[src/dksk_pkg.sv]
// Shared constants and types for the keep-strongest-by-key scan deduplicator.
// No dependencies; every other file in src imports this package.
`default_nettype none

package dksk_pkg;

	localparam int MAX_ENTRIES = 32;
	localparam int IDX_W = (MAX_ENTRIES > 1) ? $clog2(MAX_ENTRIES) : 1;
	localparam int CNT_W = $clog2(MAX_ENTRIES + 1);

	localparam int WORD_W = 64;
	localparam int NAME_BYTES = 32;
	localparam int NAME_W = NAME_BYTES * 8;
	localparam int LVL_W = 8;

	localparam int IN_DATA_W = 264;
	localparam int OUT_DATA_W = 280;

	typedef logic [3:0][WORD_W-1:0] name_t;

	// one classified job handed from the front to the back
	typedef struct packed {
		name_t             name;
		logic [LVL_W-1:0]  strength;
		logic              rec;
		logic              last;
	} job_t;

	typedef struct packed {
		name_t             name;
		logic [LVL_W-1:0]  lvl;
	} entry_t;

endpackage

`default_nettype wire

[src/dksk_front.sv]
// Input stage: accepts stream items, canonicalizes the name and classifies the item.
// Depends on dksk_pkg.
`default_nettype none

module dksk_front import dksk_pkg::*; (
	input  wire logic                 clk,
	input  wire logic                 arst_n,
	input  wire logic                 in_valid,
	output logic                      in_ready,
	input  wire logic [IN_DATA_W-1:0] in_data,
	input  wire logic                 in_user,
	input  wire logic                 in_last,
	output logic                      job_valid,
	input  wire logic                 job_ready,
	output job_t                      job
);

	logic [NAME_W-1:0]     raw_name;
	logic [NAME_W-1:0]     canon;
	logic [NAME_BYTES-1:0] nz;
	logic                  rec;
	logic                  valid_s1;
	job_t                  job_s1;

	assign raw_name = in_data[NAME_W-1:0];

	// zero every byte after the first zero byte
	always_comb begin
		logic [NAME_BYTES-1:0] low;
		canon = '0;
		for (int k = 0; k < NAME_BYTES; k++) begin
			nz[k] = |raw_name[8*k +: 8];
		end
		for (int k = 0; k < NAME_BYTES; k++) begin
			low = (NAME_BYTES'(1) << k) - NAME_BYTES'(1);
			canon[8*k +: 8] = ((nz & low) == low) ? raw_name[8*k +: 8] : 8'h00;
		end
	end

	assign rec = in_user & nz[0];
	assign in_ready = !valid_s1 || job_ready;

	always_ff @(posedge clk or negedge arst_n) begin
		if (!arst_n) begin
			valid_s1 <= 1'b0;
		end else if (in_ready) begin
			// drop items that carry neither a record nor an end mark
			valid_s1 <= in_valid && (rec || in_last);
		end
	end

	always_ff @(posedge clk) begin
		if (in_ready && in_valid) begin
			job_s1.name     <= canon;
			job_s1.strength <= in_data[NAME_W +: LVL_W];
			job_s1.rec      <= rec;
			job_s1.last     <= in_last;
		end
	end

	assign job_valid = valid_s1;
	assign job = job_s1;

endmodule

`default_nettype wire

[config.mk]
export PLATFORM = sky130hd
export DESIGN_NAME = dksk_front
export DESIGN_NICKNAME = d
export VERILOG_FILES = /design/src/dksk_pkg.sv /design/src/dksk_front.sv
export SDC_FILE = /design/constraint.sdc
export NUM_CORES = 1
export LEC_CHECK = 0
export BUFFER_PORTS_ARGS = -buffer_cell sky130_fd_sc_hd__buf_4
export CORE_AREA = 2 2 209 211
export DETAILED_ROUTE_END_ITERATION = 10
export DIE_AREA = 0 0 211 213
export GPL_TIMING_DRIVEN = 0
export PLACE_DENSITY = 0.53
export SLEW_MARGIN = 20
export SYNTH_ARGS = -nofsm -noshare
export SYNTH_HDL_FRONTEND = slang
export SYNTH_SLANG_ARGS = --single-unit
export TNS_END_PERCENT = 1
[constraint.sdc]
create_clock -name clk -period 8.8 [get_ports clk]
set_input_delay 0.88 -clock clk [delete_from_list [all_inputs] [get_ports clk]]
set_output_delay 0.88 -clock clk [all_outputs]
set_load 0.01 [all_outputs]
==> flow_metrics.tcl, run 1 <==
set metrics [dict create \
    max_freq_mhz 381 \
    drtIter0Drc 458 \
    finalSetupViolCount 0 \
    synth_edf_count 266 \
    stdcell_count 1995 \
    num-fill-cells 4108 \
    n_antenna_cell 0 \
    clockRootBuffer "clkbuf_16" \
    grt_overflow_total 0 \
    tns_ns 0 \
    cts_hold_buffers 0 \
    dr.pass1.iters 5 \
    synth_area_per_cell_um2 13.8 \
    start_util_pct 27.2 \
    design.die.area_um2 44900 \
    power_frac_comb_pct 13.8 \
    htreeDepth 2 \
    post-cts-setup-buffers 0 \
    crit_arrival_ns 2.87 \
    drc 0 \
    clock-sinks 267 \
    max_slew_margin_pct 34.1 \
    wl_um 40900 \
    grt_pass1_wl_um 58700 \
    ys_top_cells_by_area "edfxtp_1, nor3_2, and2_1" \
    dieHeight_um 213 \
    ys_ff_latch 267 \
    syn_to_final_growth_pct 51.2 \
    drv_slew 0 \
    port_buffers 537 \
    io_pins 538 \
    viasPerCell 4.55 \
    ir_worst_vdd_v 0.000117 \
    finalNetCount 1693 \
    gp_congestion 0.913 \
    antenna_found_initial 0 \
    core_area_um2 42700 \
    start_kind "input port" \
    path_max_fanout 10 \
    worst_pin_slew_ns 0.975 \
    place_inst 1933 \
    hold_violations 0 \
    numCtsBuffers 34 \
    seqPwrFrac_pct 45.6 \
    synth_cell_types 35 \
    p_int_mw 2.57 \
    holdWs_ns 0.129 \
    netlist.area_leader.share_pct 68.7 \
    num_rows 76 \
    async_flop_share_pct 0.375 \
    synth_seq_area_share_pct 68.9 \
    syn_nets 1114 \
    netlist_instances 844 \
    period_share_pct 29.9 \
    p_leak_nw 7.59 \
    clk_pin_slew_ns 0.06 \
    yosys_most_used_dff "edfxtp_1" \
    fin_util_pct 41.2 \
    pwr_density_cell_nw_per_um2 191 \
    hold_path.class "input port to async pin" \
    grt_usage_pct 17.6 \
    cts_buffer_depth 3 \
    rsz0062_at_grt "false" \
    synthTopCellsByCount "edfxtp_1, nor3_2, and2_1" \
    netlist_area_um2 11600 \
    cp.required_ns 9.05 \
    post_drt_wl_per_cell_um 20.5 \
    endpoint_kind "register" \
    status "finished, final reports clean" \
    yosys.area.top_type "edfxtp_1" \
    switching_share_pct 23.7 \
    via_count 9070 \
    pwr-share-clk_pct 40.5 \
    period_minus_slack_ns 2.63 \
    yosysWarningCount 0 \
    tritoncts "built" \
    ant_nets 0 \
    grt_pass1_vias 9332 \
    skew_ns 0.00495 \
    drv_cap 0 \
    clk_latency_ns 0.52 \
    grt_max_degree 55 \
    switching_power_mw 0.796 \
    drive_gt1_share_pct 50.0 \
    die_w_um 211 \
    synth_most_common_cell "edfxtp_1" \
    cts.repair.resized 0 \
    critical_path_class "input port to register" \
    dp_hpwl_um 32600 \
]
stage by stage:
| step | setup WS, ns | cell area, um2 | total power [mW] |
|---|---|---|---|
| after floorplan | 0.995 | 11600 | 1.75 |
| after global placement | -2.06 | 16300 | 2.05 |
| after detailed placement | 5.61 | 16500 | 2.03 |
| after CTS | 6.18 | 17600 | 3.41 |
| after global routing | 6.00 | 17600 | 3.49 |
| final | 6.17 | 17600 | 3.36 |
per-layer routing:
metal,part of all wire (%),track usage [%]
met3,9.2,6.07
met2,51,31.4
met4,2.5,6.22
met5,0,0
met1,37,19.6
area by class of cell:
type	instances	area [um2]	area share (%)
Buffer	42	293	1.67
Clock buffer	43	948	5.39
Clock inverter	19	136	0.776
Inverter	49	184	1.05
Multi-Input combinational cell	486	3150	17.9
Sequential cell	267	8010	45.6
Tap cell	546	683	3.89
Timing Repair Buffer	543	4180	23.8
registers in the layout, indices dropped and copies added (netlist names):
| name | flops |
|---|---|
| job | 266 |
| job_valid | 1 |
path summary, 6_finish.rpt:
kind | start | depth (start not counted) | slack [ns] | end
hold reg to reg | job_valid$_DFFE_PN0N_ | 2 | 0.58 | job_valid$_DFFE_PN0N_
min in group clk | in_data[263] | 1 | 0.53 | job[9]$_DFFE_PP_
max in group asynchronous | arst_n | 1 | 8.59 | job_valid$_DFFE_PN0N_
hold / removal | arst_n | 1 | 0.13 | job_valid$_DFFE_PN0N_
setup / recovery | in_data[25] | 8 | 6.17 | job[125]$_SDFFCE_PP0P_
setup reg to reg | job_valid$_DFFE_PN0N_ | 5 | 6.71 | job[106]$_SDFFCE_PP0P_
cell families (layout without fill, tap and decap cells):
group	after synthesis	in the layout	synth area share, %
AOI/OAI and AO/OA	5	5	0.377
DFF	267	267	68.9
and+or+nand+nor	481	481	26.6
buffers and inverters	91	696	4.10
layout by cell type, fill, tap and decap left out, drive strengths merged, types with 2 or more instances in the layout:
cell,instances
nand2,81
clkinv,16
nand3,52
and2,84
nor3,148
or4,18
edfxtp,266
nor2,13
or3,2
nor4,58
and3,17
inv,50
clkbuf,59
buf,569
bufinv,2
power groups by stage:
stage	logic [mW]	registers (mW)	clock network (mW)
after floorplan	0.124	1.63	0
after detailed placement	0.473	1.56	0
after global routing	0.503	1.54	1.45
after CTS	0.473	1.54	1.41
final	0.466	1.53	1.36
after global placement	0.457	1.59	0
worst max-delay path, stage by stage:
cell    delay (ns)
buf_4         0.11
or4_1         0.52
nor2_1        0.25
a21o_1        0.34
or3_1         0.19
buf_2         0.21
buf_2         0.25
nor3_1        0.11
Power figures use the tool's default switching activity.
==> inputs of run 2 (changes only) <==
==> constraint.sdc (replaced) <==
create_clock -name clk -period 2.7 [get_ports clk]
set_input_delay 0.27 -clock clk [delete_from_list [all_inputs] [get_ports clk]]
set_output_delay 0.27 -clock clk [all_outputs]
set_load 0.01 [all_outputs]
==> run 2 against run 1 <==
Effect of this change:
- worst setup slack got worse by 6.0 ns
- total power grew to 3.3 times the previous value
- final area increased by 2.5%
- combinational power grew to 3.3 times the previous value
- clock power grew to 3.3 times the previous value
- clock skew grew 0.0062 ns
- sequential power increased to 3.3 times the previous value
- sequential cell count is the same
- critical endpoint is now job[100]$_SDFFCE_PP0P_
- highest routed layer unchanged
==> flow_metrics.tcl, run 2 (synthesis results as in run 1) <==
set metrics [dict create \
    status "finished, final reports clean" \
    r2r-start "job_valid$_DFFE_PN0N_" \
    grt_overflow_total 0 \
    period_minus_slack_ns 2.57 \
    grt_usage_pct 17.3 \
    drv_cap 0 \
    grt_max_degree 56 \
    period_share_pct 95.2 \
    clockRootBuffer "clkbuf_16" \
    finalSetupViolCount 0 \
    reg2reg_depth 5 \
    drtIter0Drc 442 \
    clk_latency_ns 0.53 \
    clock-sinks 267 \
    die_w_um 211 \
    holdPathStages 2 \
    max_slew_margin_pct 33.9 \
    dr.pass1.iters 7 \
    r2r_end "job[141]$_SDFFCE_PP0P_" \
    p_leak_nw 7.77 \
    antenna_found_initial 2 \
    drv_slew 0 \
    dp_hpwl_um 31800 \
    drc 0 \
    crit_arrival_ns 2.85 \
    max_freq_mhz 389 \
    hold_violations 0 \
    final_area_um2 18000 \
    port_buffers 537 \
    path_max_fanout 10 \
    viasPerCell 4.56 \
    htreeDepth 2 \
    core_area_um2 42700 \
    post_drt_wl_per_cell_um 19.8 \
    ir_worst_vdd_v 0.000333 \
    skew_ns 0.0112 \
    ant_nets 0 \
    drive_gt1_share_pct 48.6 \
    fin_util_pct 42.2 \
    post-cts-setup-buffers 0 \
    gp_congestion 0.839 \
    largest_reg_flops 266 \
    mostFrequentLayoutCells "buf_4, edfxtp_1, nor3_2" \
    cp.required_ns 2.98 \
    endpoint_kind "register" \
    dieHeight_um 213 \
    grt_pass1_wl_um 58300 \
    critical_path_class "input port to register" \
    via_count 9285 \
    rsz0062_at_grt "false" \
    grt_pass1_vias 9753 \
    start_util_pct 27.2 \
    pwr_density_cell_nw_per_um2 612 \
    worst_pin_slew_ns 0.983 \
    hold_path.class "input port to register" \
    dpl_cell_area_um2 16500 \
    syn_to_final_growth_pct 55.1 \
    rrSetupSlack_ns 0.29 \
    start_kind "input port" \
    num_rows 76 \
    report.power.total_mw 11.0 \
    numCtsBuffers 34 \
    hold_start "in_data[30]" \
    design.die.area_um2 44900 \
    worstHoldEndpoint "job[40]$_SDFFCE_PP0P_" \
    clk_pin_slew_ns 0.06 \
    mostFrequentLayoutCell "buf_4" \
    io_pins 538 \
    wl_um 40300 \
    cts_buffer_depth 3 \
    tritoncts "built" \
    finalNetCount 1738 \
]
==> run 2: through the flow <==
step / hold WS, ns / setup WS [ns] / cells / TNS [ns]
5_1_grt: 0.0127 / 0.0203 / 2038 / 0
3_5_place_dp: 0.0468 / 0.0442 / 1932 / 0
6_report: 0.0372 / 0.130 / 2038 / 0
2_1_floorplan: -0.0256 / -0.205 / 844 / -54.65
3_3_place_gp: 0.0453 / -1.09 / 1927 / -283.30
4_1_cts: 0.000572 / 0.0629 / 2037 / 0
==> run 2: area by class of cell <==
cell class                 count  area [um2]
tap                          546         683
buffer                        42         293
timing repair buffer         588        4610
multi-input combinational    486        3150
clock buffer                  44         930
clock inverter                15         156
sequential                   267        8010
inverter                      49         184
fill                        4028       24700
antenna                        1        2.50
==> run 2: worst max-delay path by stage <==
stage,start,to,depth (start not counted)
2_1_floorplan,job_valid$_DFFE_PN0N_,job[0]$_DFFE_PP_,2
3_3_place_gp,job_valid$_DFFE_PN0N_,job[111]$_SDFFCE_PP0P_,2
3_5_place_dp,in_data[93],job[201]$_SDFFCE_PP0P_,8
4_1_cts,in_data[1],job[100]$_SDFFCE_PP0P_,9
5_1_grt,in_data[92],job[161]$_SDFFCE_PP0P_,9
6_report,in_data[25],job[100]$_SDFFCE_PP0P_,8
==> run 2: power by group <==
| part | leakage (nW) | total, mW | internal, mW | switching [mW] |
|---|---|---|---|---|
| Clock | 0.527 | 4.48 | 2.72 | 1.76 |
| Combinational | 4.67 | 1.55 | 0.807 | 0.748 |
| Sequential | 2.57 | 5.01 | 4.92 | 0.0832 |
| Total | 7.77 | 11.0 | 8.45 | 2.60 |
==> run 2: what timing repair did <==
item	in CTS	in global routing
hold buffers	46	0
endpoints found under the setup margin	0	8
gates resized for setup	0	1
endpoints found under the hold margin	46	0
==> run 2: layer usage <==
metal / part of all wire (%) / vias to the layer above / track usage, %
li1: - / 4403 / -
met1: 37 / 4446 / 19.2
met2: 51 / 381 / 30.8
met3: 9.2 / 55 / 6.52
met4: 2.3 / 0 / 5.32
met5: 0 / - / 0
==> run 2: worst max-delay path, stage by stage <==
cell           delay, ns
dlygate4sd3_1       0.54
buf_4               0.13
or4_1               0.55
nor2_1              0.24
a21o_1              0.39
nor4_4              0.12
clkbuf_1            0.31
and2_1              0.28
