**config.mk**
```make
export PLATFORM = sky130hd
export DESIGN_NAME = dksk_queue
export DESIGN_NICKNAME = d
export VERILOG_FILES = /design/src/dksk_pkg.sv /design/src/dksk_queue.sv
export SDC_FILE = /design/constraint.sdc
export NUM_CORES = 1
export LEC_CHECK = 0
export BUFFER_PORTS_ARGS = -buffer_cell sky130_fd_sc_hd__buf_2
export CELL_PAD_IN_SITES_DETAIL_PLACEMENT = 1
export CELL_PAD_IN_SITES_GLOBAL_PLACEMENT = 1
export CORE_MARGIN = 8
export CORE_UTILIZATION = 30
export DETAILED_ROUTE_END_ITERATION = 10
export PLACE_DENSITY_LB_ADDON = 0.05
export REMOVE_ABC_BUFFERS = 1
export SYNTH_ARGS = -nofsm -noshare
export SYNTH_HDL_FRONTEND = slang
export SYNTH_SLANG_ARGS = --single-unit
export TNS_END_PERCENT = 5
```
**constraint.sdc**
```tcl
create_clock -name clk -period 12 [get_ports clk]
set_input_delay 1.2 -clock clk [delete_from_list [all_inputs] [get_ports clk]]
set_output_delay 1.2 -clock clk [all_outputs]
set_load 0.005 [all_outputs]
```
**src/dksk_pkg.sv**
```systemverilog
// Shared constants and types for the keep-strongest-by-key scan deduplicator.
// No dependencies; every other file in src imports this package.
`default_nettype none

package dksk_pkg;

	localparam int MAX_ENTRIES = 32;
	localparam int IDX_W = (MAX_ENTRIES > 1) ? $clog2(MAX_ENTRIES) : 1;
	localparam int CNT_W = $clog2(MAX_ENTRIES + 1);

	localparam int WORD_W = 64;
	localparam int NAME_BYTES = 32;
	localparam int NAME_W = NAME_BYTES * 8;
	localparam int LVL_W = 8;

	localparam int IN_DATA_W = 264;
	localparam int OUT_DATA_W = 280;

	typedef logic [3:0][WORD_W-1:0] name_t;

	// one classified job handed from the front to the back
	typedef struct packed {
		name_t             name;
		logic [LVL_W-1:0]  strength;
		logic              rec;
		logic              last;
	} job_t;

	typedef struct packed {
		name_t             name;
		logic [LVL_W-1:0]  lvl;
	} entry_t;

endpackage

`default_nettype wire

```
**src/dksk_queue.sv**
```systemverilog
// Two-entry job queue between the front and the back.
// Depends on dksk_pkg.
`default_nettype none

module dksk_queue import dksk_pkg::*; (
	input  wire logic clk,
	input  wire logic arst_n,
	input  wire logic wr_valid,
	output logic      wr_ready,
	input  job_t      wr_job,
	output logic      rd_valid,
	input  wire logic rd_ready,
	output job_t      rd_job
);

	job_t       ent_q [2];
	logic       wr_ptr_q;
	logic       rd_ptr_q;
	logic [1:0] count_q;
	logic       push;
	logic       pop;

	assign wr_ready = (count_q != 2'd2);
	assign rd_valid = (count_q != 2'd0);
	assign push = wr_valid && wr_ready;
	assign pop = rd_valid && rd_ready;
	assign rd_job = ent_q[rd_ptr_q];

	always_ff @(posedge clk or negedge arst_n) begin
		if (!arst_n) begin
			wr_ptr_q <= 1'b0;
			rd_ptr_q <= 1'b0;
			count_q  <= 2'd0;
		end else begin
			if (push) wr_ptr_q <= !wr_ptr_q;
			if (pop) rd_ptr_q <= !rd_ptr_q;
			if (push && !pop) count_q <= count_q + 2'd1;
			else if (pop && !push) count_q <= count_q - 2'd1;
		end
	end

	always_ff @(posedge clk) begin
		if (push) ent_q[wr_ptr_q] <= wr_job;
	end

endmodule

`default_nettype wire

```
==> results of run 1 <==
-- where the power goes --
group          switching [mW]  total [mW]  internal [mW]  leakage [nW]
Clock                   0.713        1.66          0.943         0.853
Sequential              0.126        2.69           2.57          4.99
Combinational           0.969        1.96          0.988          4.24
-- logic make-up (layout without fill, tap and decap cells) --
group	count (synthesis)	in the layout	synth area share [%]
other cells	0	16	0
xor+xnor	5	5	0.2153
flops	536	536	79.01
buf+inv	31	654	1.586
fa+ha+maj	1	1	0.06148
simple gates	7	7	0.1661
mux	266	266	18.96
-- worst max-delay path: cells and delay by family, from the launching register on --
kind | cells | cell delay, ns
mux | 1 | 0.43
buf+inv | 3 | 1.40
flops | 1 | 0.91
-- Yosys cell counts --
master | count | area, sq um
and3_1 | 1 | 6.260
nor2_1 | 2 | 7.510
buf_2 | 3 | 15.01
mux2_4 | 230 | 3453
mux2_2 | 36 | 405.4
xnor2_1 | 3 | 26.28
or2_2 | 1 | 6.260
edfxtp_1 | 532 | 15980
nand2b_1 | 1 | 6.260
dfrtp_1 | 4 | 100.1
ha_1 | 1 | 12.51
inv_1 | 1 | 3.750
nand2_1 | 2 | 7.510
buf_6 | 27 | 304.0
xor2_1 | 2 | 17.52
-- layer usage --
layer  wire (um)  vias up
li1            -     4570
met1       18490     5117
met2       29940      312
met3        4953      104
met4        1356       24
met5         151        -
-- registers in the layout, indices dropped and copies added, names as in the netlist --
| name | count |
|---|---|
| ent_q | 532 |
| count_q | 2 |
| rd_ptr_q | 1 |
| wr_ptr_q | 1 |
-- stage by stage --
step / power (mW) / hold slack, ns / TNS (ns) / utilization [%]
after detailed placement: 4.773 / 0.4904 / 0 / 35.63
after floorplan: 4.557 / 0.4559 / -320.20 / -
after global placement: 4.762 / 0.4864 / 0 / 35.63
final: 6.304 / 0.3963 / 0 / 38.29
after global routing: 6.642 / 0.3540 / 0 / 38.26
after CTS: 6.472 / 0.3410 / 0 / 38.23
-- worst paths after layout --
| kind | to | from | cells past startpoint | slack, ns |
|---|---|---|---|---|
| hold reg to reg | count_q[1]$_DFFE_PN0P_ | count_q[1]$_DFFE_PN0P_ | 1 | 0.50 |
| hold / removal | wr_ptr_q$_DFFE_PN0P_ | arst_n | 1 | 0.40 |
| max in group asynchronous | rd_ptr_q$_DFFE_PN0P_ | arst_n | 1 | 11.46 |
| setup / recovery | rd_job[265] | rd_ptr_q$_DFFE_PN0P_ | 4 | 6.93 |
| setup reg to reg | ent_q[0][225]$_DFFE_PP_ | count_q[0]$_DFFE_PN0P_ | 5 | 9.01 |
| min in group clk | count_q[1]$_DFFE_PN0P_ | count_q[1]$_DFFE_PN0P_ | 1 | 0.50 |
-- layout make-up --
class                   count  share of cell area [%]
clock buffers              77                   6.170
flip-flops and latches    536                   62.53
multi-input cells         279                   15.40
well taps                 873                   4.248
repair buffers            544                   10.85
clock inverters            32                  0.6277
diodes                     16                  0.1557
inverters                   1                 0.01460
==> impl_metrics.csv, run 1 <==
group,metric,value,unit
sta,rsz0062_at_grt,"false",
sta,max_slew_margin,28.49,%
drt,drc,0,
drt,wl_per_cell,23.28,um
global_route,use_met2,25.64,%
floorplanning,ios,538,
global_route,grtUsageMet1,13.50,%
global_route,grt_busiest_layer,"met2",
cells_and_area,fill_cells,6630,
sta,setup_violations,0,
pwr,powerDensity,245.2,mW/mm^2
pwr,peakVddDrop,0.1830,mV
global_route,grt_max_degree,142,
clock_tree,cts_setup_buffers,0,
clock_tree,cts.repair.resized,0,
floorplanning,row_count,95,
drt,drt_iter0_drc,316,
logic_synthesis,ys_warn_count,0,
flow_run,cap_violations,0,
worst_setup_path,cpPeakStageDelay,0.91,ns
sta,setup_slack,6.931,ns
worst_setup_path,cp-end-kind,"primary output",
cells_and_area,area_growth,26.38,%
global_route,grt_usage,13.84,%
sta,final.min_clock_period,5.069,ns
worst_setup_path,worstPathRequired,10.80,ns
global_route,grt_pass1_wl,78270,um
clock_tree,cts_root_buf,"clkbuf_16",
floorplanning,dieHeight,276.4,um
floorplanning,die_area,0.07641,sq mm
cells_and_area,regArea,0.01608,sq mm
clock_tree,path_clk_slew,0.06,ns
placement,dp_slack,7.527,ns
sta,worst_pin_slew,1.073,ns
clock_tree,hold_buffers,0,
cells_and_area,layout_common_cells,"buf_2 (537), edfxtp_1 (532), mux2_4 (230), clkbuf_16 (61), mux2_2 (36)",
drt,viasPerCell,4.295,
worst_setup_path,worst_path_max_delay_cell,"dfrtp_4",
cells_and_area,final_common_cell,"buf_2",
placement,portBuffers,537,
clock_tree,clk-insertion-delay-late,0.60,ns
logic_synthesis,synth.ff_latch_count,536,
worst_setup_path,crit_chain,"buf_12 > buf_12 > mux2_2 > buf_2",
logic_synthesis,synth_cell_type_count,15,
worst_setup_path,worst_path_most_repeated_cell,"buf_12",
global_route,overflow,0,
cells_and_area,multi_input_area,0.003961,sq mm
clock_tree,cts_tree,"built",
logic_synthesis,avgSynthCellArea,24.05,sq um
placement,place_hpwl,37930,um
floorplanning,initial_core_util,30.30,%
clock_tree,clkSinkCount,536,
cells_and_area,layout.nets,1694,
placement,place_area,0.02393,sq mm
floorplanning,core_region_area,0.06716,sq mm
cells_and_area,design_area,0.02571,sq mm
global_route,grt_pass1_vias,11200,
sta,post-route-period-util,42.24,%
drt,dr.pass1.iters,4,
placement,dp.cells,2233,
drt,wl,54890,um
logic_synthesis,synth.yosys.seq_area_share,79.01,%
global_route,use_met3,6.376,%
clock_tree,cts_inserted_buffers,61,
cells_and_area,drive_above_1_share,60.31,%
logic_synthesis,syn_area,0.02035,sq mm
worst_setup_path,worstPathMaxFanout,116,
sta,fmax,197.3,MHz
worst_setup_path,start_kind,"flip-flop",
floorplanning,die_w,276.4,um
placement,gp_congestion,0.7078,
run_status,status,"finished clean",
sta,fin_skew,0.02451,ns
pwr,leakage,10.08,nW
drt,vias,10130,
sta,hold_viol,0,
cells_and_area,final_cell_count_no_fill,2358,
global_route,antenna_found_initial,29,
clock_tree,clockBufferDepth,3,
hold_path,hold_class,"input pin to async pin",
worst_setup_path,crit_arrival,3.87,ns
clock_tree,htreeDepth,2,
drt,antenna_left,0,
logic_synthesis,synthesis.instances,846,
worst_setup_path,crit_type,"flip-flop to primary output",
sta,drv_slew,0,
Power figures use the tool's default switching activity.
==> run 2: changes to the inputs <==
--- a/config.mk
+++ b/config.mk
@@ -5,6 +5,7 @@
 export SDC_FILE = /design/constraint.sdc
 export NUM_CORES = 1
 export LEC_CHECK = 0
+export ABC_AREA = 1
 export BUFFER_PORTS_ARGS = -buffer_cell sky130_fd_sc_hd__buf_2
 export CELL_PAD_IN_SITES_DETAIL_PLACEMENT = 1
 export CELL_PAD_IN_SITES_GLOBAL_PLACEMENT = 1
==> constraint.sdc (replaced) <==
create_clock -name clk -period 5.15 [get_ports clk]
set_input_delay 0.515 -clock clk [delete_from_list [all_inputs] [get_ports clk]]
set_output_delay 0.515 -clock clk [all_outputs]
set_load 0.005 [all_outputs]
==> run 2 against run 1 <==
Against the previous run:
- clock skew fell by 0.014 ns
- non-clock buffer count rose by 7
- sequential share of layout area rose by 1.9 points
- worst hold slack got worse by 0.29 ns
- core utilization barely moved
- via count rose by 23%
- critical path depth rose by 1
==> impl_metrics.csv, run 2 <==
group,metric,value,unit
cells_and_area,area_growth,26.99,%
cells_and_area,multi_input_area,0.003102,sq mm
worst_setup_path,worstPathRequired,4.64,ns
cells_and_area,largest_reg_flops,532,
global_route,grt_max_degree,143,
clock_tree,clockBufferDepth,3,
global_route,use_met2,28.15,%
global_route,antenna_found_initial,32,
logic_synthesis,avgSynthCellArea,13.86,sq um
worst_setup_path,crit_start,"rd_ptr_q$_DFFE_PN0P_",
logic_synthesis,ys_top_cells_by_count,"nand2_1 (808), edfxtp_1 (532), buf_2 (27)",
global_route,use_met3,6.183,%
logic_synthesis,synth_ff_type,"edfxtp_1",
pwr,p_clk_share,26.9,%
sta,max_slew_margin,32.31,%
logic_synthesis,synth_cell_type_count,16,
worst_setup_path,r2r-start,"count_q[0]$_DFFE_PN0P_",
global_route,grt_busiest_layer,"met2",
cells_and_area,final_cell_count_no_fill,2898,
cells_and_area,layout.nets,2244,
global_route,grt_pass1_wl,86280,um
placement,place_hpwl,40290,um
global_route,overflow,0,
cells_and_area,final_common_cell,"nand2_1",
pwr,switching_power,4.849,mW
drt,vias,12460,
clock_tree,cts_inserted_buffers,61,
placement,portBuffers,537,
hold_path,hold_path_depth,1,
worst_setup_path,reg2reg_depth,5,
drt,drt_iter0_drc,662,
cells_and_area,drive_above_1_share,30.77,%
cells_and_area,layout_common_cells,"nand2_1 (808), buf_2 (537), edfxtp_1 (532), clkbuf_16 (61), clkbuf_1 (22)",
worst_setup_path,cp-endpoint,"rd_job[241]",
cells_and_area,top_register,"ent_q",
cells_and_area,fill_cells,7043,
clock_tree,clk-insertion-delay-late,0.60,ns
sta,post-route-period-util,67.01,%
logic_synthesis,synth_edf_count,532,
logic_synthesis,synth.ff_latch_count,536,
worst_setup_path,crit_type,"flip-flop to primary output",
logic_synthesis,netlist_top_cells_area,"edfxtp_1 (81%), nand2_1 (15%), buf_6 (1.4%)",
floorplanning,ios,538,
logic_synthesis,ys_warn_count,0,
logic_synthesis,yosysMostFrequentCell,"nand2_1",
sta,final.min_clock_period,3.451,ns
pwr,leakage,10.53,nW
drt,wl_per_cell,20.61,um
logic_synthesis,netlist.area_leader.share,81.26,%
run_status,status,"finished clean",
cells_and_area,regArea,0.01608,sq mm
global_route,grtUsageMet1,16.31,%
floorplanning,initial_core_util,30.12,%
floorplanning,die_area,0.07398,sq mm
worst_setup_path,reg2reg_to,"ent_q[0][258]$_DFFE_PP_",
sta,hold_viol,0,
worst_setup_path,rrSetupSlack,2.51,ns
pwr,p_seq_share,43.3,%
drt,viasPerCell,4.301,
drt,wl,59740,um
sta,setup_violations,0,
pwr,powerDensity,578.9,mW/mm^2
clock_tree,cts.repair.resized,0,
sta,fmax,289.8,MHz
placement,gp_congestion,0.7447,
flow_run,cap_violations,0,
drt,antenna_left,0,
clock_tree,clkSinkCount,536,
sta,worst_pin_slew,1.015,ns
sta,rsz0062_at_grt,"false",
clock_tree,path_clk_slew,0.06,ns
drt,drc,0,
floorplanning,dieHeight,272.0,um
cells_and_area,reg.largest.list,"ent_q: 532 flops, count_q: 2 flops",
clock_tree,htreeDepth,2,
clock_tree,cts_tree,"built",
logic_synthesis,async_reset_ff_share,0.7463,%
logic_synthesis,synth_top_cell_by_area,"edfxtp_1",
floorplanning,die_w,272.0,um
clock_tree,cts_root_buf,"clkbuf_16",
logic_synthesis,synthesis.instances,1418,
floorplanning,core_region_area,0.06528,sq mm
global_route,grt_pass1_vias,13140,
floorplanning,row_count,94,
logic_synthesis,syn_area,0.01966,sq mm
pwr,power.internal,9.604,mW
global_route,grt_usage,15.53,%
drt,dr.pass1.iters,4,
worst_setup_path,start_kind,"flip-flop",
pwr,p_sw_share,33.55,%
worst_setup_path,crit_arrival,2.94,ns
sta,whs,0.1070,ns
worst_setup_path,cp-end-kind,"primary output",
sta,drv_slew,0,
sta,fin_skew,0.01034,ns
worst_setup_path,worstPathMaxFanout,118,
pwr,peakVddDrop,0.3757,mV
logic_synthesis,synth.yosys.seq_area_share,81.77,%
hold_path,hold_class,"input pin to flip-flop",
placement,dp.cells,2773,
pwr,comb_power_share,29.8,%
run 2: metal layers:
| metal | wire length [um] | up-vias |
|---|---|---|
| met1 | 21290 | 6070 |
| met4 | 1510 | 24 |
| li1 | - | 5929 |
| met2 | 31580 | 325 |
| met5 | 137 | - |
| met3 | 5219 | 115 |
run 2: power by group through the flow:
| stage | combinational, mW | clock [mW] | sequential, mW |
|---|---|---|---|
| after floorplan | 1.95 | 0 | 6.61 |
| after global placement | 4.52 | 0 | 6.32 |
| after detailed placement | 4.54 | 0 | 6.35 |
| after CTS | 4.55 | 4.05 | 6.26 |
| after global routing | 4.86 | 4.21 | 6.34 |
| final | 4.31 | 3.89 | 6.25 |
run 2: worst max-delay path: stages (launching register included):
cell and delay [ns]:
dfrtp_4 0.76, inv_8 0.65, buf_4 0.48, nand2_1 0.10, nand2_1 0.09, buf_2 0.13
run 2: area by class of cell:
class,instances,area share (%)
sequential,536,64.40
timing repair buffer,551,11.50
tap,864,4.330
multi-input combinational,816,12.42
antenna,16,0.1604
clock buffer,83,6.445
inverter,7,0.1353
clock inverter,25,0.6064
run 2: worst min path at each step:
stage,from,to,slack [ns]
3_3_place_gp,arst_n,rd_ptr_q$_DFFE_PN0P_,0.36
3_5_place_dp,arst_n,rd_ptr_q$_DFFE_PN0P_,0.36
6_report,wr_job[15],ent_q[0][15]$_DFFE_PP_,0.11
4_1_cts,wr_job[221],ent_q[1][221]$_DFFE_PP_,0.05
2_1_floorplan,arst_n,count_q[0]$_DFFE_PN0P_,0.22
5_1_grt,wr_job[236],ent_q[0][236]$_DFFE_PP_,0.06
run 2: cells by family (layout without fill, tap and decap cells):
kind of cell | after synthesis | after routing | synth area share (%)
XOR/XNOR | 2 | 2 | 0.08911
other | 0 | 16 | 0
AND/OR/NAND/NOR | 813 | 813 | 15.55
buffers and inverters | 66 | 666 | 2.533
flip-flops | 536 | 536 | 81.77
adder cells (fa/ha/maj) | 1 | 1 | 0.06363
run 2: repair_timing:
item                                    in CTS  in global routing
hold buffers                                 1                  0
hold endpoints to repair                     4                  0
endpoints found under the setup margin       0                  0
setup buffers                                0                  0
run 2: per-stage QoR:
step	instance area, sq um	setup TNS [ns]	power, mW	setup WS, ns	utilization (%)
after floorplan	19190	-4590.30	8.560	-7.390	-
after global routing	24940	0	15.41	1.405	38.21
final	24970	0	14.45	1.699	38.25
after CTS	24930	0	14.87	1.524	38.19
after detailed placement	23160	0	10.89	2.196	35.47
after global placement	23160	0	10.84	2.171	35.47
==> run 3: changes to the inputs <==
==> constraint.sdc (replaced) <==
create_clock -name clk -period 2.9 [get_ports clk]
set_input_delay 0.29 -clock clk [delete_from_list [all_inputs] [get_ports clk]]
set_output_delay 0.29 -clock clk [all_outputs]
set_load 0.005 [all_outputs]
==> run 3 against run 2 <==
Against the previous run:
- sequential share of layout area down 7.1 points
- sequential cell count unchanged
- power up 87%
- register-to-register slack worse by 1.6 ns
- core utilization up 4.7 points
- sequential power up 76%
- wire length up 2.7%
- via count up 8.8%
- critical path depth unchanged
- worst setup slack worse by 1.4 ns
==> impl_metrics.csv, run 3 (same netlist as run 2, synthesis figures left out) <==
group,metric,value,unit
pwr,peakVddDrop,0.6467,mV
placement,gp_congestion,0.7399,
cells_and_area,reg.largest.list,"ent_q: 532 flops, count_q: 2 flops",
cells_and_area,final_cell_count_no_fill,3175,
cells_and_area,top_register,"ent_q",
worst_setup_path,cpLargestDelayFamily,"buffers and inverters",
drt,dr.pass1.iters,4,
placement,dp_slack,0.8042,ns
placement,portBuffers,537,
clock_tree,htreeDepth,2,
global_route,grt_pass1_wl,90860,um
worst_setup_path,worst_path_most_repeated_cell,"nand2_1",
clock_tree,clockBufferDepth,3,
floorplanning,initial_core_util,30.12,%
sta,post-route-period-util,89.95,%
floorplanning,core_region_area,0.06528,sq mm
clock_tree,hold_buffers,268,
drt,antenna_left,0,
drt,vias,13560,
drt,drc,0,
floorplanning,row_count,94,
floorplanning,die_w,272.0,um
clock_tree,clkSinkCount,536,
sta,fmax,383.4,MHz
cells_and_area,final_common_cell,"nand2_1",
placement,place_hpwl,41520,um
worst_setup_path,cpPeakStageDelay,0.64,ns
sta,whs,0.1153,ns
global_route,grt_usage,16.01,%
clock_tree,path_clk_slew,0.06,ns
sta,setup_slack,0.2916,ns
worst_setup_path,worstPathRequired,2.61,ns
sta,max_slew_margin,48.60,%
cells_and_area,area_growth,42.71,%
worst_setup_path,crit_type,"flip-flop to primary output",
global_route,overflow,0,
sta,rsz0062_at_grt,"false",
worst_setup_path,start_kind,"flip-flop",
sta,setup_violations,0,
global_route,antenna_found_initial,9,
sta,final.min_clock_period,2.608,ns
drt,wl,61370,um
placement,dp.cells,2786,
floorplanning,die_area,0.07398,sq mm
clock_tree,cts_root_buf,"clkbuf_16",
worst_setup_path,crit_chain,"inv_8 > buf_4 > nand2_1 > nand2_1 > buf_2",
sta,worst_pin_slew,0.7709,ns
global_route,grt_pass1_vias,14800,
cells_and_area,layout_common_cells,"nand2_1 (808), buf_2 (537), edfxtp_1 (532), dlygate4sd3_1 (268), clkbuf_16 (61)",
worst_setup_path,cp-end-kind,"primary output",
flow_run,cap_violations,0,
cells_and_area,layout.nets,2523,
pwr,powerDensity,962.6,mW/mm^2
sta,fin_skew,0.009410,ns
clock_tree,cts_setup_buffers,0,
clock_tree,cts.repair.resized,0,
floorplanning,dieHeight,272.0,um
clock_tree,clk-insertion-delay-late,0.59,ns
worst_setup_path,critPathBufInv,3,
floorplanning,ios,538,
drt,drt_iter0_drc,576,
clock_tree,cts_inserted_buffers,60,
worst_setup_path,rrSetupSlack,0.88,ns
sta,hold_viol,0,
worst_setup_path,worstPathMaxFanout,45,
pwr,leakage,11.86,nW
worst_setup_path,crit_arrival,2.32,ns
drt,viasPerCell,4.271,
hold_path,hold_class,"input pin to async pin",
cells_and_area,drive_above_1_share,28.15,%
cells_and_area,fill_cells,6964,
clock_tree,cts_tree,"built",
cells_and_area,largest_reg_flops,532,
worst_setup_path,worst_path_max_delay_cell,"dfrtp_4",
sta,drv_slew,0,
run_status,status,"finished clean",
global_route,grt_max_degree,131,
drt,wl_per_cell,19.33,um
## run 3: changes by cell type in the layout (fill, tap and decap cells not counted)
cell           delta
clkbuf_1         -10
clkinv_2          +4
bufinv_16         +8
diode_2           -7
clkinvlp_4        +2
buf_4             +5
dlygate4sd3_1   +267
buf_12            +8
## run 3: metal layers
layer  wire length [um]  share of wire [%]  global-route usage, %
met5                 13              0.021                      0
met4               1382                2.3                  4.372
met3               4054                6.6                  4.744
met2              32550                 53                  29.42
met1              23370                 38                  17.85
## run 3: through the flow
step	utilization [%]	TNS, ns	instance area (sq um)	total power, mW
5_1_grt	42.97	0	28050	28.71
2_1_floorplan	-	-6328.20	19190	12.90
4_1_cts	42.95	0	28030	27.71
3_3_place_gp	35.78	0	23350	19.46
6_report	42.98	0	28060	27.01
3_5_place_dp	35.78	0	23350	19.56
## run 3: power by group
part / switching (mW) / internal [mW]
logic: 5.43 / 2.88
clock network: 2.98 / 4.70
registers: 0.436 / 10.6
## run 3: area by class of cell
| type | count | area (sq um) | share of cell area, % |
|---|---|---|---|
| inverters | 7 | 33.78 | 0.1204 |
| repair buffers | 831 | 5741 | 20.46 |
| diodes | 9 | 22.52 | 0.08027 |
| multi-input cells | 816 | 3102 | 11.06 |
| clock inverters | 39 | 426.7 | 1.521 |
| flip-flops and latches | 536 | 16080 | 57.31 |
| well taps | 864 | 1081 | 3.853 |
| clock buffers | 73 | 1572 | 5.601 |
## run 3: worst register-to-register path: cells and delay by family, from the launching register on
kind          cells  cell delay, ns
buf+inv           3            0.87
flops             1            0.38
simple gates      3            0.42
## run 3: path summary, 6_finish.rpt
check | start | to | cells after the start
worst max-delay path | rd_ptr_q$_DFFE_PN0P_ | rd_job[51] | 5
worst min-delay path | arst_n | wr_ptr_q$_DFFE_PN0P_ | 2
worst max register to register | count_q[0]$_DFFE_PN0P_ | ent_q[0][151]$_DFFE_PP_ | 6
worst min register to register | count_q[1]$_DFFE_PN0P_ | count_q[1]$_DFFE_PN0P_ | 2
max in group asynchronous | arst_n | rd_ptr_q$_DFFE_PN0P_ | 2
min in group clk | wr_valid | wr_ptr_q$_DFFE_PN0P_ | 3
